[config.mk]
export PLATFORM = sky130hd
export DESIGN_NAME = cds_ctrl
export DESIGN_NICKNAME = d
export VERILOG_FILES = /design/src/design/circular_deque_with_search_macros.svh /design/src/design/cds_pkg.sv /design/src/design/cds_ctrl.sv
export SDC_FILE = /design/constraint.sdc
export NUM_CORES = 1
export LEC_CHECK = 0
export BUFFER_PORTS_ARGS = -buffer_cell sky130_fd_sc_hd__buf_2
export CAP_MARGIN = 30
export CELL_PAD_IN_SITES_DETAIL_PLACEMENT = 1
export CELL_PAD_IN_SITES_GLOBAL_PLACEMENT = 1
export CORE_MARGIN = 1
export CORE_UTILIZATION = 27
export CTS_CLUSTER_SIZE = 40
export DETAILED_ROUTE_END_ITERATION = 10
export PLACE_DENSITY = 0.82
export SYNTH_ARGS = -nofsm -noshare
export SYNTH_HDL_FRONTEND = slang
export SYNTH_SLANG_ARGS = --single-unit
[constraint.sdc]
create_clock -name clk -period 3.7 [get_ports clk]
set_input_delay 0.37 -clock clk [delete_from_list [all_inputs] [get_ports clk]]
set_output_delay 0.37 -clock clk [all_outputs]
set_load 0.1 [all_outputs]
[src/design/circular_deque_with_search_macros.svh]
// Assertion macros used by the deque datapath.
`ifndef CIRCULAR_DEQUE_WITH_SEARCH_MACROS_SVH
`define CIRCULAR_DEQUE_WITH_SEARCH_MACROS_SVH

`ifndef SYNTHESIS

// Same-cycle implication, disabled while in reset.
`define CDS_ASSERT(label, clk_sig, rstn_sig, ante, cons, msg) \
    label: assert property (@(posedge clk_sig) disable iff (!rstn_sig) \
        (ante) |-> (cons)) else $error(msg);

// Next-cycle implication, disabled while in reset.
`define CDS_ASSERT_NEXT(label, clk_sig, rstn_sig, ante, cons, msg) \
    label: assert property (@(posedge clk_sig) disable iff (!rstn_sig) \
        (ante) |=> (cons)) else $error(msg);

`else

`define CDS_ASSERT(label, clk_sig, rstn_sig, ante, cons, msg)
`define CDS_ASSERT_NEXT(label, clk_sig, rstn_sig, ante, cons, msg)

`endif

`endif

[src/design/cds_pkg.sv]
// Types and constants for the circular deque with search.
package cds_pkg;

    localparam int ELEM_PORT_W  = 32;
    localparam int POS_PORT_W   = 10;
    localparam int FOUND_PORT_W = 10;
    localparam int COUNT_PORT_W = 11;
    localparam int WIDE_W       = 64;   // widest element storage supported

    typedef enum logic [2:0] {
        CMD_PUSH_BACK  = 3'd0,
        CMD_PUSH_FRONT = 3'd1,
        CMD_POP_BACK   = 3'd2,
        CMD_POP_FRONT  = 3'd3,
        CMD_READ_AT    = 3'd4,
        CMD_WRITE_AT   = 3'd5,
        CMD_FIND       = 3'd6,
        CMD_CLEAR      = 3'd7
    } cmd_t;

    typedef enum logic [2:0] {
        STAT_OK        = 3'd0,
        STAT_FULL      = 3'd1,
        STAT_EMPTY     = 3'd2,
        STAT_RANGE     = 3'd3,
        STAT_NOT_FOUND = 3'd4
    } status_t;

    typedef enum logic [2:0] {
        S_IDLE,
        S_EXEC,
        S_RD_WAIT,
        S_SCAN_RD,
        S_SCAN_CMP,
        S_RESP
    } state_t;

    // controller -> datapath
    typedef struct packed {
        logic    load_cmd;
        logic    push_back;
        logic    push_front;
        logic    pop_back;
        logic    pop_front;
        logic    rd;
        logic    wr;
        logic    clr;
        logic    scan_start;
        logic    scan_read;
        logic    scan_next;
        logic    set_found;
        logic    set_status;
        status_t status_code;
        logic    cap_data;
        logic    load_rsp;
    } ctrl_cmd_t;

    // datapath -> controller
    typedef struct packed {
        cmd_t cmd;
        logic full;
        logic empty;
        logic range_bad;
        logic match;
        logic scan_last;
        logic rsp_free;
    } ctrl_sts_t;

endpackage

[src/design/cds_ctrl.sv]
// Command sequencer for the circular deque.
module cds_ctrl
    import cds_pkg::*;
(
    input  logic      clk,
    input  logic      rst_n,
    input  logic      cmd_valid,
    output logic      cmd_stall,
    input  ctrl_sts_t sts,
    output ctrl_cmd_t ctl
);

    state_t state_reg;
    state_t state_next;

    always_ff @(posedge clk or negedge rst_n)
    begin
        if (!rst_n)
        begin
            state_reg <= S_IDLE;
        end
        else
        begin
            state_reg <= state_next;
        end
    end

    always_comb
    begin
        state_next = state_reg;
        ctl        = '0;
        unique case (state_reg)
            S_IDLE:
            begin
                if (cmd_valid)
                begin
                    ctl.load_cmd = 1'b1;
                    state_next   = S_EXEC;
                end
            end
            S_EXEC:
            begin
                state_next = S_RESP;
                unique case (sts.cmd)
                    CMD_PUSH_BACK:
                    begin
                        if (sts.full)
                        begin
                            ctl.set_status  = 1'b1;
                            ctl.status_code = STAT_FULL;
                        end
                        else
                        begin
                            ctl.push_back = 1'b1;
                        end
                    end
                    CMD_PUSH_FRONT:
                    begin
                        if (sts.full)
                        begin
                            ctl.set_status  = 1'b1;
                            ctl.status_code = STAT_FULL;
                        end
                        else
                        begin
                            ctl.push_front = 1'b1;
                        end
                    end
                    CMD_POP_BACK:
                    begin
                        if (sts.empty)
                        begin
                            ctl.set_status  = 1'b1;
                            ctl.status_code = STAT_EMPTY;
                        end
                        else
                        begin
                            ctl.pop_back = 1'b1;
                        end
                    end
                    CMD_POP_FRONT:
                    begin
                        if (sts.empty)
                        begin
                            ctl.set_status  = 1'b1;
                            ctl.status_code = STAT_EMPTY;
                        end
                        else
                        begin
                            ctl.pop_front = 1'b1;
                        end
                    end
                    CMD_READ_AT:
                    begin
                        if (sts.range_bad)
                        begin
                            ctl.set_status  = 1'b1;
                            ctl.status_code = STAT_RANGE;
                        end
                        else
                        begin
                            ctl.rd     = 1'b1;
                            state_next = S_RD_WAIT;
                        end
                    end
                    CMD_WRITE_AT:
                    begin
                        if (sts.range_bad)
                        begin
                            ctl.set_status  = 1'b1;
                            ctl.status_code = STAT_RANGE;
                        end
                        else
                        begin
                            ctl.wr = 1'b1;
                        end
                    end
                    CMD_FIND:
                    begin
                        if (sts.empty)
                        begin
                            ctl.set_status  = 1'b1;
                            ctl.status_code = STAT_NOT_FOUND;
                        end
                        else
                        begin
                            ctl.scan_start = 1'b1;
                            state_next     = S_SCAN_RD;
                        end
                    end
                    CMD_CLEAR:
                    begin
                        ctl.clr = 1'b1;
                    end
                endcase
            end
            S_RD_WAIT:
            begin
                ctl.cap_data = 1'b1;
                state_next   = S_RESP;
            end
            S_SCAN_RD:
            begin
                ctl.scan_read = 1'b1;
                state_next    = S_SCAN_CMP;
            end
            S_SCAN_CMP:
            begin
                priority if (sts.match)
                begin
                    ctl.set_found = 1'b1;
                    state_next    = S_RESP;
                end
                else if (sts.scan_last)
                begin
                    ctl.set_status  = 1'b1;
                    ctl.status_code = STAT_NOT_FOUND;
                    state_next      = S_RESP;
                end
                else
                begin
                    ctl.scan_next = 1'b1;
                    state_next    = S_SCAN_RD;
                end
            end
            S_RESP:
            begin
                if (sts.rsp_free)
                begin
                    ctl.load_rsp = 1'b1;
                    state_next   = S_IDLE;
                end
            end
            default:
            begin
                state_next = S_IDLE;
            end
        endcase
    end

    assign cmd_stall = (state_reg != S_IDLE);

endmodule

==> out/metrics.csv <==
metric,value,unit
status,"finished, final reports clean",
Antenna Cells,0,
#FFs+latches synth,3,
final net count,103,
clock latency on the worst-skew pair,0.25,ns
"count leader, synth",nor3_1,
type of the worst setup path,register to primary output,
Area after DPL,567,um2
clock slew at reported path FFs,0.05,ns
sequential-to-total area share from yosys stat,17.5,%
num rows,14,
post-synth top area cell,dfrtp_1,
max_cap viols,0,
number of synthesized flops with an enable pin,0,
final setup margin,1.18,ns
top cell type's share of synthesized area,17.5,%
Synth top cells by count,"7 x nor3_1, 6 x nor2_1, 4 x nand2_1, 4 x nor3b_1",
Die H,41.9,um
Critical R2R Capture,state_reg[0],
Startpoint Class,register,
top_reg_cell synth,dfrtp_1,
"Cell Area, Synth",429,um2
Pwr per Cell Area,829,mW/mm2
met2 Usage GRT,27.2,%
share of layout cells above drive strength 1,41.1,%
"Period Utilization, post-route",68.1,%
die area,0.00175,mm2
type of the worst min-delay path,primary input to asynchronous set/reset pin,
# DRC,0,
Root Driver,clkbuf_4,
Initial DRC Count,13,
maximum VDD drop,0.000442,V
Slew @ Worst Pin,0.489,ns
CP Max Fanout,13,
DP Worst Slack,1.46,ns
GR Util met1,22.1,%
dpl hpwl,1.07,mm
GR peak layer,met2,
R2R Path Start,state_reg[1],
syn nets,73,
Max-slew headroom,67.6,%
core area,0.00149,mm2
Buffers on Ports,30,
CTS buffer count,3,
met3 Usage GRT,3.04,%
initial antenna violation count,0,
drt wl/cell,13.6,um
largest net degree at the start of global routing,14,
Syn Inst Count,61,
remaining antenna violation count after routing,0,
Total Wirelength,1.44,mm
vias in the first global route,516,
Tmin final,2.52,ns
clock skew,0.00610,ns
fin area,603,um2
Worst EP required,3.33,ns
first-pass GRT wire length,2.29,mm
Area contributors post-synth,"dfrtp_1 17%, nor3_1 8.2%, nor3b_1 7.0%",
Async SR Flop Fraction,100,%
CP endpoint kind,primary output,
vias after detailed routing,578,
drt pass-1 iters,4,
"Slew Viols, Final",0,
DR vias/cell,5.45,
Syn-to-layout area delta,40.5,%
synth unique cells,31,
unrepaired setup endpoints after global routing,false,
max reg flops,3,
final hold violations,0,
crit path DAT,2.15,ns
Placer Congestion,0.707,
Total GRT Usage,17.6,%
Setup-failing EPs final,0,
Max Root-Sink Buffers,2,
syn avg cell area,7.04,um2
gr ovfl total,0,
synth warn,0,
P_leak,0.323,nW
worst reg2reg setup slack,2.41,ns
Die Span X,41.9,um
Clock Sinks,3,
initial core utilization,28.8,%
CTS tree,done,
fmax,397,MHz
top-level I/O count,31,
FF-to-FF path depth,3,
# H-tree levels,1,
## cell families (layout without fill, tap and decap cells)
family,Yosys count,count (layout),synth area share [%]
simple gates,36,36,49.0
compound gates,11,11,18.4
buf+inv,9,38,10.2
flops,3,3,17.5
mux,2,2,4.96
## critical path, stage by stage, from the launching register on
cell     delay [ns]
dfrtp_1        0.55
or3b_2         0.51
nor3b_1        0.29
a41o_1         0.13
buf_2          0.42
## cells in the final DEF (no fill, tap or decap), types with 2 or more instances in the layout
cell,instances
nor4_1,2
a21o_1,2
dfrtp_1,3
a21oi_1,2
inv_1,3
nor2_1,6
nor3b_1,4
nor3_1,7
nand2b_1,3
clkbuf_4,3
nand2_1,4
or3_1,2
o31a_1,2
buf_2,30
## report_power, final
| part | switching, mW | total, mW | internal [mW] |
|---|---|---|---|
| Sequential | 0.0375 | 0.0828 | 0.0453 |
| Clock | 0.0258 | 0.0668 | 0.0410 |
| Combinational | 0.274 | 0.350 | 0.0767 |
## layer usage
| metal | vias up | part of all wire, % |
|---|---|---|
| met2 | 22 | 51 |
| met3 | 3 | 5.1 |
| met5 | - | 0 |
| met1 | 272 | 42 |
| li1 | 281 | - |
| met4 | 0 | 1.9 |
## repair_timing
action,CTS,global route
endpoints found under the hold margin,3,0
hold buffers,1,0
buffers inserted,0,0
resized for setup,0,0
## worst max path at each step
stage / from / to / slack, ns / cells past startpoint
2_1_floorplan: state_reg[2] / ctl[14] / -0.44 / 3
3_3_place_gp: state_reg[2] / ctl[5] / 1.49 / 4
3_5_place_dp: state_reg[2] / ctl[5] / 1.46 / 4
4_1_cts: state_reg[2] / ctl[5] / 1.19 / 4
5_1_grt: state_reg[2] / ctl[5] / 1.12 / 4
6_report: state_reg[2] / ctl[5] / 1.18 / 4
## metrics by stage
stage	util (%)	std cells	setup TNS [ns]	power, mW	hold slack, ns
3_5_place_dp	38.1	101	0	0.431	0.175
3_3_place_gp	38.1	101	0	0.425	0.166
6_report	40.5	106	0	0.500	0.444
4_1_cts	40.5	106	0	0.501	0.444
2_1_floorplan	-	61	-0.885	0.381	0.0744
5_1_grt	40.5	106	0	0.522	0.451
## area by class of cell
| cell class | count | area, um2 |
|---|---|---|
| Sequential cell | 3 | 75.1 |
| Tap cell | 16 | 20.0 |
| Fill cell | 211 | 886 |
| Multi-Input combinational cell | 49 | 310 |
| Timing Repair Buffer | 31 | 160 |
| Inverter | 3 | 11.3 |
| Clock buffer | 4 | 26.3 |
Power figures use the tool's default switching activity.
